**src/hdl/sorted_priority_queue_macros.svh**
```systemverilog
// Assertion helpers shared by the sorted priority queue RTL.
`ifndef SORTED_PRIORITY_QUEUE_MACROS_SVH
`define SORTED_PRIORITY_QUEUE_MACROS_SVH

// Same-cycle implication, masked while reset is asserted.
`define SPQ_ASSERT_NOW(lbl, clk, rst_n, ante, cons) \
  lbl: assert property (@(posedge clk) disable iff (!rst_n) (ante) |-> (cons)) \
    else $error("spq assertion failed");

// Next-cycle implication, masked while reset is asserted.
`define SPQ_ASSERT_NEXT(lbl, clk, rst_n, ante, cons) \
  lbl: assert property (@(posedge clk) disable iff (!rst_n) (ante) |=> (cons)) \
    else $error("spq assertion failed");

`endif

```
**src/hdl/spq_pkg.sv**
```systemverilog
package spq_pkg;

  localparam int DEPTH  = 16;
  localparam int CNT_W  = $clog2(DEPTH + 1);
  localparam int ID_W   = 16;
  localparam int PRI_W  = 16;
  localparam int OCC_W  = 5;
  localparam int KIND_W = 2;
  localparam int FIFO_DEPTH = 2;

  localparam logic [KIND_W-1:0] KIND_INSERT = 2'd0;
  localparam logic [KIND_W-1:0] KIND_REMOVE = 2'd1;
  localparam logic [KIND_W-1:0] KIND_LOOKUP = 2'd2;

  typedef enum logic [1:0] {
    ST_OK       = 2'd0,
    ST_EMPTY    = 2'd1,
    ST_FULL     = 2'd2,
    ST_NOTFOUND = 2'd3
  } status_t;

  typedef enum logic [1:0] {
    OP_INSERT,
    OP_REMOVE,
    OP_LOOKUP,
    OP_NOP
  } op_t;

  typedef struct packed {
    op_t              op;
    logic [ID_W-1:0]  id;
    logic [PRI_W-1:0] pri;
  } cmd_t;

endpackage

```
**src/hdl/spq_front.sv**
```systemverilog
`include "sorted_priority_queue_macros.svh"

module spq_front
  import spq_pkg::*;
(
  input  logic              clk,
  input  logic              rst_n,
  input  logic              start,
  output logic              busy,
  input  logic [KIND_W-1:0] in_kind,
  input  logic [ID_W-1:0]   in_entry_id,
  input  logic [PRI_W-1:0]  in_priority_req,
  output logic              cmd_valid_o,
  output cmd_t              cmd_o,
  input  logic              cmd_pop_i
);

  localparam int LVL_W = $clog2(FIFO_DEPTH + 1);
  localparam int PTR_W = $clog2(FIFO_DEPTH);

  cmd_t               fifo_r [FIFO_DEPTH];
  logic [PTR_W-1:0]   wr_ptr_r, wr_ptr_nxt;
  logic [PTR_W-1:0]   rd_ptr_r, rd_ptr_nxt;
  logic [LVL_W-1:0]   level_r, level_nxt;
  logic               push;
  cmd_t               in_cmd;

  // classify the incoming transfer
  always_comb begin
    in_cmd.id  = in_entry_id;
    in_cmd.pri = in_priority_req;
    unique case (in_kind)
      KIND_INSERT: in_cmd.op = OP_INSERT;
      KIND_REMOVE: in_cmd.op = OP_REMOVE;
      KIND_LOOKUP: in_cmd.op = OP_LOOKUP;
      default:     in_cmd.op = OP_NOP;
    endcase
  end

  assign busy        = (level_r == LVL_W'(FIFO_DEPTH));
  assign push        = start && !busy;
  assign cmd_valid_o = (level_r != '0);
  assign cmd_o       = fifo_r[rd_ptr_r];

  always_comb begin
    wr_ptr_nxt = wr_ptr_r;
    rd_ptr_nxt = rd_ptr_r;
    level_nxt  = level_r;
    if (push) begin
      wr_ptr_nxt = (wr_ptr_r == PTR_W'(FIFO_DEPTH - 1)) ? '0 : wr_ptr_r + 1'b1;
    end
    if (cmd_pop_i) begin
      rd_ptr_nxt = (rd_ptr_r == PTR_W'(FIFO_DEPTH - 1)) ? '0 : rd_ptr_r + 1'b1;
    end
    if (push && !cmd_pop_i) begin
      level_nxt = level_r + 1'b1;
    end else if (!push && cmd_pop_i) begin
      level_nxt = level_r - 1'b1;
    end
  end

  always_ff @(posedge clk) begin
    if (!rst_n) begin
      wr_ptr_r <= '0;
      rd_ptr_r <= '0;
      level_r  <= '0;
    end else begin
      wr_ptr_r <= wr_ptr_nxt;
      rd_ptr_r <= rd_ptr_nxt;
      level_r  <= level_nxt;
    end
  end

  always_ff @(posedge clk) begin
    if (push) begin
      fifo_r[wr_ptr_r] <= in_cmd;
    end
  end

  `SPQ_ASSERT_NOW(a_lvl_max, clk, rst_n, 1'b1, level_r <= LVL_W'(FIFO_DEPTH))
  `SPQ_ASSERT_NOW(a_pop_nonempty, clk, rst_n, cmd_pop_i, level_r != '0)
  `SPQ_ASSERT_NEXT(a_lvl_up, clk, rst_n, push && !cmd_pop_i, level_r == $past(level_r) + 1'b1)

endmodule

```
**src/hdl/spq_back.sv**
```systemverilog
`include "sorted_priority_queue_macros.svh"

module spq_back
  import spq_pkg::*;
(
  input  logic             clk,
  input  logic             rst_n,
  input  logic             cmd_valid_i,
  input  cmd_t             cmd_i,
  output logic             cmd_pop_o,
  output logic             out_valid,
  output logic [1:0]       out_status,
  output logic [ID_W-1:0]  out_id,
  output logic [PRI_W-1:0] out_priority,
  output logic [OCC_W-1:0] out_occupancy
);

  logic [ID_W-1:0]  ids_r  [DEPTH];
  logic [ID_W-1:0]  ids_nxt [DEPTH];
  logic [PRI_W-1:0] pris_r [DEPTH];
  logic [PRI_W-1:0] pris_nxt [DEPTH];
  logic [CNT_W-1:0] count_r, count_nxt;
  logic [DEPTH-1:0] valid, gt, hit;
  logic             full, empty, sorted_ok;
  status_t          status_nxt;
  logic [ID_W-1:0]  rid_nxt;
  logic [PRI_W-1:0] rpri_nxt;
  logic             out_valid_r;
  logic [1:0]       status_r;
  logic [ID_W-1:0]  rid_r;
  logic [PRI_W-1:0] rpri_r;
  logic [OCC_W-1:0] occ_r;

  assign cmd_pop_o = cmd_valid_i;
  assign full      = (count_r == CNT_W'(DEPTH));
  assign empty     = (count_r == '0);

  // per-cell compares, all cells in parallel
  always_comb begin
    for (int i = 0; i < DEPTH; i++) begin
      valid[i] = (CNT_W'(i) < count_r);
      gt[i]    = valid[i] && (pris_r[i] > cmd_i.pri);
      hit[i]   = valid[i] && (ids_r[i] == cmd_i.id);
    end
  end

  always_comb begin
    sorted_ok = 1'b1;
    for (int i = 1; i < DEPTH; i++) begin
      if (valid[i] && (pris_r[i-1] < pris_r[i])) begin
        sorted_ok = 1'b0;
      end
    end
  end

  always_comb begin
    ids_nxt    = ids_r;
    pris_nxt   = pris_r;
    count_nxt  = count_r;
    status_nxt = ST_OK;
    rid_nxt    = '0;
    rpri_nxt   = '0;
    if (cmd_valid_i) begin
      unique case (cmd_i.op)
        OP_INSERT: begin
          if (full) begin
            status_nxt = ST_FULL;
          end else begin
            // cells holding a strictly higher priority stay, the first other
            // cell takes the new entry, the rest shift down by one
            if (!gt[0]) begin
              ids_nxt[0]  = cmd_i.id;
              pris_nxt[0] = cmd_i.pri;
            end
            for (int i = 1; i < DEPTH; i++) begin
              if (!gt[i]) begin
                if (gt[i-1]) begin
                  ids_nxt[i]  = cmd_i.id;
                  pris_nxt[i] = cmd_i.pri;
                end else begin
                  ids_nxt[i]  = ids_r[i-1];
                  pris_nxt[i] = pris_r[i-1];
                end
              end
            end
            count_nxt = count_r + 1'b1;
          end
        end
        OP_REMOVE: begin
          if (empty) begin
            status_nxt = ST_EMPTY;
          end else begin
            rid_nxt  = ids_r[0];
            rpri_nxt = pris_r[0];
            for (int i = 0; i < DEPTH - 1; i++) begin
              ids_nxt[i]  = ids_r[i+1];
              pris_nxt[i] = pris_r[i+1];
            end
            count_nxt = count_r - 1'b1;
          end
        end
        OP_LOOKUP: begin
          status_nxt = (|hit) ? ST_OK : ST_NOTFOUND;
        end
        OP_NOP: begin
          status_nxt = ST_OK;
        end
        default: begin
          status_nxt = ST_OK;
        end
      endcase
    end
  end

  always_ff @(posedge clk) begin
    if (!rst_n) begin
      count_r     <= '0;
      out_valid_r <= 1'b0;
    end else begin
      count_r     <= count_nxt;
      out_valid_r <= cmd_valid_i;
    end
  end

  always_ff @(posedge clk) begin
    ids_r    <= ids_nxt;
    pris_r   <= pris_nxt;
    status_r <= status_nxt;
    rid_r    <= rid_nxt;
    rpri_r   <= rpri_nxt;
    occ_r    <= OCC_W'(count_nxt);
  end

  assign out_valid     = out_valid_r;
  assign out_status    = status_r;
  assign out_id        = rid_r;
  assign out_priority  = rpri_r;
  assign out_occupancy = occ_r;

  `SPQ_ASSERT_NOW(a_cnt_max, clk, rst_n, 1'b1, count_r <= CNT_W'(DEPTH))
  `SPQ_ASSERT_NOW(a_sorted, clk, rst_n, 1'b1, sorted_ok)
  `SPQ_ASSERT_NEXT(a_pop_result, clk, rst_n, cmd_pop_o, out_valid_r)
  `SPQ_ASSERT_NEXT(a_rem_dec, clk, rst_n, cmd_valid_i && cmd_i.op == OP_REMOVE && !empty, count_r == $past(count_r) - 1'b1)

endmodule

```
**src/hdl/sorted_priority_queue.sv**
```systemverilog
// A command taken at a clock edge is first written into the command queue;
// the back end then applies it and registers the result strobe. One command
// per cycle is sustained, as the parallel cell array updates all cells at once.
// busy rises only if the two-entry command queue fills, which the back end
// never lets happen since it drains one command every cycle.
// Synchronous active-low reset empties the queue; slot contents are not cleared.
module sorted_priority_queue
  import spq_pkg::*;
(
  input  logic              clk,
  input  logic              rst_n,
  input  logic              start,
  output logic              busy,
  input  logic [KIND_W-1:0] in_kind,
  input  logic [ID_W-1:0]   in_entry_id,
  input  logic [PRI_W-1:0]  in_priority_req,
  output logic              out_valid,
  output logic [1:0]        out_status,
  output logic [ID_W-1:0]   out_id,
  output logic [PRI_W-1:0]  out_priority,
  output logic [OCC_W-1:0]  out_occupancy
);

  logic cmd_valid;
  logic cmd_pop;
  cmd_t cmd;

  spq_front u_front (
    .clk             (clk),
    .rst_n           (rst_n),
    .start           (start),
    .busy            (busy),
    .in_kind         (in_kind),
    .in_entry_id     (in_entry_id),
    .in_priority_req (in_priority_req),
    .cmd_valid_o     (cmd_valid),
    .cmd_o           (cmd),
    .cmd_pop_i       (cmd_pop)
  );

  spq_back u_back (
    .clk           (clk),
    .rst_n         (rst_n),
    .cmd_valid_i   (cmd_valid),
    .cmd_i         (cmd),
    .cmd_pop_o     (cmd_pop),
    .out_valid     (out_valid),
    .out_status    (out_status),
    .out_id        (out_id),
    .out_priority  (out_priority),
    .out_occupancy (out_occupancy)
  );

endmodule
```
**config.mk**
```make
export PLATFORM = sky130hd
export DESIGN_NAME = sorted_priority_queue
export DESIGN_NICKNAME = d
export VERILOG_FILES = /design/src/hdl/spq_pkg.sv /design/src/hdl/spq_front.sv /design/src/hdl/spq_back.sv /design/src/hdl/sorted_priority_queue.sv
export VERILOG_INCLUDE_DIRS = /design/src /design/src/hdl
export SDC_FILE = /design/constraint.sdc
export NUM_CORES = 2
export LEC_CHECK = 0
export ABC_AREA = 1
export BUFFER_PORTS_ARGS = -buffer_cell sky130_fd_sc_hd__buf_4
export CORE_MARGIN = 2
export CORE_UTILIZATION = 35
export CTS_CLUSTER_DIAMETER = 30
export CTS_CLUSTER_SIZE = 24
export DETAILED_ROUTE_END_ITERATION = 6
export GPL_ROUTABILITY_DRIVEN = 0
export GPL_TIMING_DRIVEN = 0
export SYNTH_ARGS = -nofsm -noshare
export SYNTH_HDL_FRONTEND = slang
export SYNTH_HIERARCHICAL = 1
export SYNTH_SLANG_ARGS = --single-unit
```
**constraint.sdc**
```tcl
create_clock -name clk -period 6.5 [get_ports clk]
set_clock_uncertainty 0.15 [all_clocks]
set_input_delay 0.65 -clock clk [delete_from_list [all_inputs] [get_ports clk]]
set_output_delay 0.65 -clock clk [all_outputs]
set_load 0.01 [all_outputs]
```
==> Word-level counts from Yosys, hierarchy flattened <==
Memories as Yosys holds them, arrays and structs flattened. A register that Yosys moved wholly into a read port is not among the register bits.
Cells that the tools add are included.
{ "word_totals": {"regBits": 561, "latchBits": 0, "ramBits": 68, "romBits": 0, "inputBits": 37, "output_inout_bits": 41, "word_cells": 271, "memories": 1} }
{ "mem_list": {"columns": ["name", "words", "word_bits", "read_ports", "rd_ports_with_merged_regs", "write_ports", "line", "rtl"], "rows": [
  ["u_front.fifo_r", 2, 34, 1, 1, 1, "spq_front.sv:21", "cmd_t fifo_r [FIFO_DEPTH];"]
]} }
{ "op_classes": {"addsub": 6, "mul": 0, "n_div": 0, "order_cmp": 32, "n_eq_ne": 40, "n_shift": 0, "n_mux": 85, "n_bitwise": 4, "n_reduce_logical": 62} }
{ "op_table": {"columns": ["operator", "count"], "rows": [
  ["16-bit two-way mux", 62],
  ["240-bit case mux with 2 select lines", 2],
  ["256-bit two-way mux", 2],
  ["240-bit two-way mux", 2],
  ["16-bit equality test", 16],
  ["16-bit > comparator", 16],
  ["5-bit AND reduction", 15],
  ["4-bit by 5-bit less-than comparator with 1-bit output (first input constant)", 8],
  ["1-bit logical AND", 35],
  ["2-bit != test (second input constant)", 17],
  ["3-bit by 5-bit less-than comparator with 1-bit output (first input constant)", 4],
  ["16-bit OR reduction", 1],
  ["5-bit two-way mux", 3],
  ["1-bit by 5-bit less-than comparator with 1-bit output (first input constant)", 2],
  ["2-bit by 5-bit less-than comparator with 1-bit output (first input constant)", 2],
  ["5-bit case mux with 2 select lines", 1],
  ["2-bit equality test (second input constant)", 4],
  ["2-bit two-way mux", 4],
  ["2-bit case mux with 4 select lines", 1],
  ["1-bit two-way mux", 7],
  ["2-bit case mux with 3 select lines", 1],
  ["2-bit nonzero test", 3],
  ["5-bit by 1-bit adder with 5-bit output (second input constant)", 1],
  ["5-bit equality test (second input constant)", 1],
  ["other kinds (11)", 19]
]} }

==> Longest topological paths before layout <==
{ "logic_depth": {"ltp_word": 7, "depth_mapped": 19, "ltp_nobuf": 15} }

==> By module <==
Netlist, hierarchy kept.
{ "modules_own_cells": {"columns": ["module", "n_inst", "cells_per_inst", "area_each_um2", "seq_area_each_um2"], "rows": [
  ["spq_back", 1, 4753, 38232.9, 16275.6],
  ["spq_front", 1, 144, 2854.0, 2142.1]
]} }

==> Worst setup path after synthesis <==
No wires, ideal clock.
{ "synth_timing": {"path_type": "reg2reg", "start": "register with a tool-made name", "end": "register u_back/ids_r[0] (netlist bit), enable pin", "setup_time_ns": 0.432, "arrival_ns": 4.158, "required_ns": 5.918, "setup_slack_ns": 1.760, "path_stages_with_launch": 14, "path_buffers": 3, "period_less_slack_ns": 4.740, "path_cell_list": "dfxtp_1 buf_6 buf_12 mux2_4 clkbuf_1 clkinv_1 ha_1 nand2_1 inv_1 a221oi_1 nor2_1 o21ai_0 nand2_1 a21oi_1"} }
{ "synth_rtl": {"columns": ["item", "line", "rtl"], "rows": [
  ["end signal: assignment", "spq_back.sv:126", "ids_r <= ids_nxt;"],
  ["end: declaration", "spq_back.sv:18", "logic [ID_W-1:0] ids_r [DEPTH];"]
]} }

==> load_flow_metrics.sql <==
INSERT INTO impl_metrics (metric_group, metric, value, unit) VALUES
('status', 'status', 'finished, violations left', ''),
('status', 'failed_checks', 'design-rule violations', ''),
('synth', 'synth_top_area_cell', 'edfxtp_1', ''),
('timing', 'count_of_endpoints_failing_setup_in_the_final_report', '0', ''),
('timing', 'final-max-slew-violation-count', '0', ''),
('clock_network', 'cts_root_buf', 'clkbuf_16', ''),
('detailed_routing', 'drt_drc_violations_left', '1', ''),
('cells_and_area', 'num-nets-final', '5463', ''),
('timing', 'final_min_period_over_clock_period', '94.7', '%'),
('grt', 'grt_antenna_before_repair', '2', ''),
('worst_setup_path', 'crit_type', 'reg -> reg', ''),
('synth', 'synth_top_cells_by_area', 'edfxtp_1, nand2_1, ha_1', ''),
('synth', 'synth_fp_nets', '5195', ''),
('cells_and_area', 'final_common_cell', 'nand2_1', ''),
('synth', 'netlist-cell-type-count', '61', ''),
('detailed_routing', 'via_per_inst', '5.41', ''),
('worst_setup_path', 'critPathRequiredTime', '6.67', 'ns'),
('placed_design', 'detailed_place_hpwl', '116000', 'microns'),
('synth', 'synth-seq-area-share', '44.8', '%'),
('grt', 'grt_pass1_wl', '212000', 'microns'),
('die', 'boundaryPins', '78', ''),
('synth', 'synth_top_area_share', '42.4', '%'),
('cells_and_area', 'postLayoutCellArea', '49000', 'sq um'),
('cells_and_area', 'antenna-diode-count', '0', ''),
('worst_setup_path', 'cp_slowest_stage_delay', '1.12', 'ns'),
('worst_setup_path', 'critPathArrivalTime', '6.33', 'ns'),
('clock_network', 'cts_inserted_buffers', '153', ''),
('synth', 'synth_area', '41100', 'sq um'),
('detailed_routing', 'final_antenna_net_count', '0', ''),
('die', 'rows', '125', ''),
('detailed_routing', 'avgRoutedWirePerCell', '21.3', 'microns'),
('worst_setup_path', 'critical-path-slowest-cell', 'clkinv_1', ''),
('die', 'die_x', '347', 'microns'),
('timing', 'finalHoldViolations', '0', ''),
('clock_network', 'clock-sinks', '630', ''),
('synth', 'synth_seq_cells', '630', ''),
('cells_and_area', 'seq_area', '18400', 'sq um'),
('cells_and_area', 'multi_input_area', '19100', 'sq um'),
('flow_run', 'maxCapViolations', '0', ''),
('clock_network', 'clk_transition_reported_paths', '0.05', 'ns'),
('grt', 'pin_count_of_the_biggest_net_entering_global_routing', '33', ''),
('grt', 'global_route_total_usage_across_every_layer', '23.4', '%'),
('die', 'die_h', '347', 'microns'),
('worst_setup_path', 'critical_path_peak_fanout', '32', ''),
('detailed_routing', 'drt-total-wl', '145000', 'microns'),
('worst_setup_path', 'critical_path.cell_chain', 'buf_6, buf_12, mux2_4, clkbuf_1, clkinv_1, ha_1, a21oi_1, o21ai_0, a21oi_1, o21ai_0, nand2_1, buf_2, buf_1, o21ai_1, inv_1', ''),
('cells_and_area', 'layout.cells.most_common_list', 'nand2_1, edfxtp_1, inv_1', ''),
('worst_setup_path', 'cpLargestDelayFamily', 'buffers and inverters', ''),
('cells_and_area', 'flow.area_growth_from_synthesis', '19.3', '%'),
('worst_setup_path', 'path_buf_inv', '7', ''),
('synth', 'syn-instance-count', '4897', ''),
('timing', 'rsz0062_at_grt', 'false', ''),
('clock_network', 'tritoncts', 'done', ''),
('synth', 'synthesis.area_per_instance', '8.39', 'sq um'),
('worst_setup_path', 'timing.critical_path.to_type', 'flip-flop', ''),
('placed_design', 'input_output_buffers', '75', ''),
('placed_design', 'detailed_place.area', '43700', 'sq um'),
('cells_and_area', 'layout-drive-gt1-share', '12.2', '%'),
('timing', 'finalCriticalPeriod', '6.16', 'ns'),
('timing', 'maxSlewHeadroom', '11.1', '%'),
('clock_network', 'htree_num_levels', '4', ''),
('timing', 'fmax', '162', 'MHz'),
('detailed_routing', 'count_of_tritonroute_iterations_in_the_first_routing_pass', '7', ''),
('timing', 'tightestPinTransition', '1.33', 'ns'),
('synth', 'yosys_warnings', '6', ''),
('worst_setup_path', 'cp-start-kind', 'flip-flop', ''),
('clock_network', 'clk-insertion-delay-late', '0.73', 'ns'),
('grt', 'overflow', '0', ''),
('detailed_routing', 'number_of_vias_after_detailed_routing', '36800', ''),
('die', 'floorplan.die_area', '120000', 'sq um'),
('detailed_routing', 'detail_route.iter0.violations', '4797', ''),
('timing', 'fin_tns_setup', '0', 'ns'),
('cells_and_area', 'fillers', '11600', ''),
('clock_network', 'clockBufferDepth', '3', ''),
('die', 'floorplan.initialDensity', '35.3', '%'),
('worst_hold_path', 'holdCritPathClass', 'in -> reg', ''),
('die', 'placeableCoreArea', '116000', 'sq um'),
('grt', 'grt_pass1_vias', '35400', '');
==> flip-flops by register name, indices dropped and copies added (netlist names), 2 cells and up, named ones only <==
register              cells
u_back/out_status         2
u_back/count_r            5
u_back/out_id            16
u_back/out_occupancy      5
u_front/level_r           2
u_back/out_priority      16
u_back/pris_r           256
u_front/fifo_r           68
u_back/ids_r            256
==> per-layer routing <==
metal / vias to the layer above / GRT usage, % / part of all wire, %
met2: 1960 / 36.2 / 44
met1: 17300 / 32.2 / 42
met3: 279 / 5.04 / 11
met5: - / 0 / 0
met4: 0 / 8.14 / 3.0
li1: 17300 / - / -
==> synthesized netlist by cell type, drive strengths merged <==
master and number:
a31oi 7, dfxtp 50, edfxtp 580, o21bai 1
nand3b 1, or2 2, nand4 35, clkinv 17
buf 201, a211oi 3, o31a 1, o211a 4
a21boi 2, a21oi 226, clkbuf 117, o211ai 185
mux2 34, ha 261, and3 1, o22ai 96
a21o 1, o31ai 1, xnor2 24, nand2 1371
o221ai 2, inv 488, o21a 5, nor3 16
a22oi 1, a221oi 1, a31o 4, o21ai 445
xor2 78, nand3 395, nor2 236, and2 2
a41oi 3
==> path summary, 6_finish.rpt <==
path                                     endpoint  cells after the start              from  slack, ns
worst max-delay path            u_back/ids_r[132]                     15         flip-flop       0.34
worst min-delay path             u_back/out_valid                      3             rst_n       0.04
worst max register to register  u_back/ids_r[132]                     15         flip-flop       0.34
worst min register to register   u_front/rd_ptr_r                      2  u_front/rd_ptr_r       0.36
==> cells by family (layout without fill, tap and decap cells) <==
logic type                 after synthesis  after routing  share of synthesized area, %
buffers and inverters                  823           1209                          8.72
adders and majority gates              261            261                          7.95
DFF                                    630            630                          44.8
and+or+nand+nor                       2059           2059                          20.5
xor gates and xnor gates               102            102                          2.17
muxes                                   34             34                          1.21
AOI/OAI and AO/OA                      988            988                          14.6
==> stage by stage <==
stage / hold WS [ns] / instances / util (%) / setup slack [ns]
finish: 0.0365 / 6807 / 42.1 / 0.343
global route: 0.0480 / 6807 / 42.1 / 0.0288
CTS: 0.00878 / 6806 / 42.1 / 0.162
detailed placement: 0.346 / 6499 / 37.5 / 0.223
global placement: 0.324 / 6496 / 37.4 / -0.572
floorplan: 0.314 / 4897 / - / 1.76
==> final cells by class <==
type                    count  share of cell area [%]
flip-flops and latches    630                    37.6
plain buffers             318                    3.44
multi-input cells        3444                    39.0
repair buffers            113                    2.07
clock buffers             200                    8.62
clock inverters            73                    1.52
well taps                1524                    3.89
inverters                 505                    3.89
==> worst register-to-register path, cell delays in order (launching register included) <==
cell and delay, ns:
dfxtp_1 0.32, buf_6 0.16, buf_12 0.16, mux2_4 0.16
clkbuf_1 0.65, clkinv_1 1.12, ha_1 0.71, a21oi_1 0.14
o21ai_0 0.11, a21oi_1 0.17, o21ai_0 0.10, nand2_1 0.09
buf_2 0.23, buf_1 0.41, o21ai_1 0.10, inv_1 0.96
==> timing repair <==
action                                 CTS  global route
gates resized for setup                  0             2
setup endpoints to repair                0           234
hold buffers                            34             0
endpoints found under the hold margin   68             0
buffers inserted                         0             0
Power is left out: the tool's default activity adds up to more than one toggle a clock period on the data nets, which glitch-free logic cannot reach.
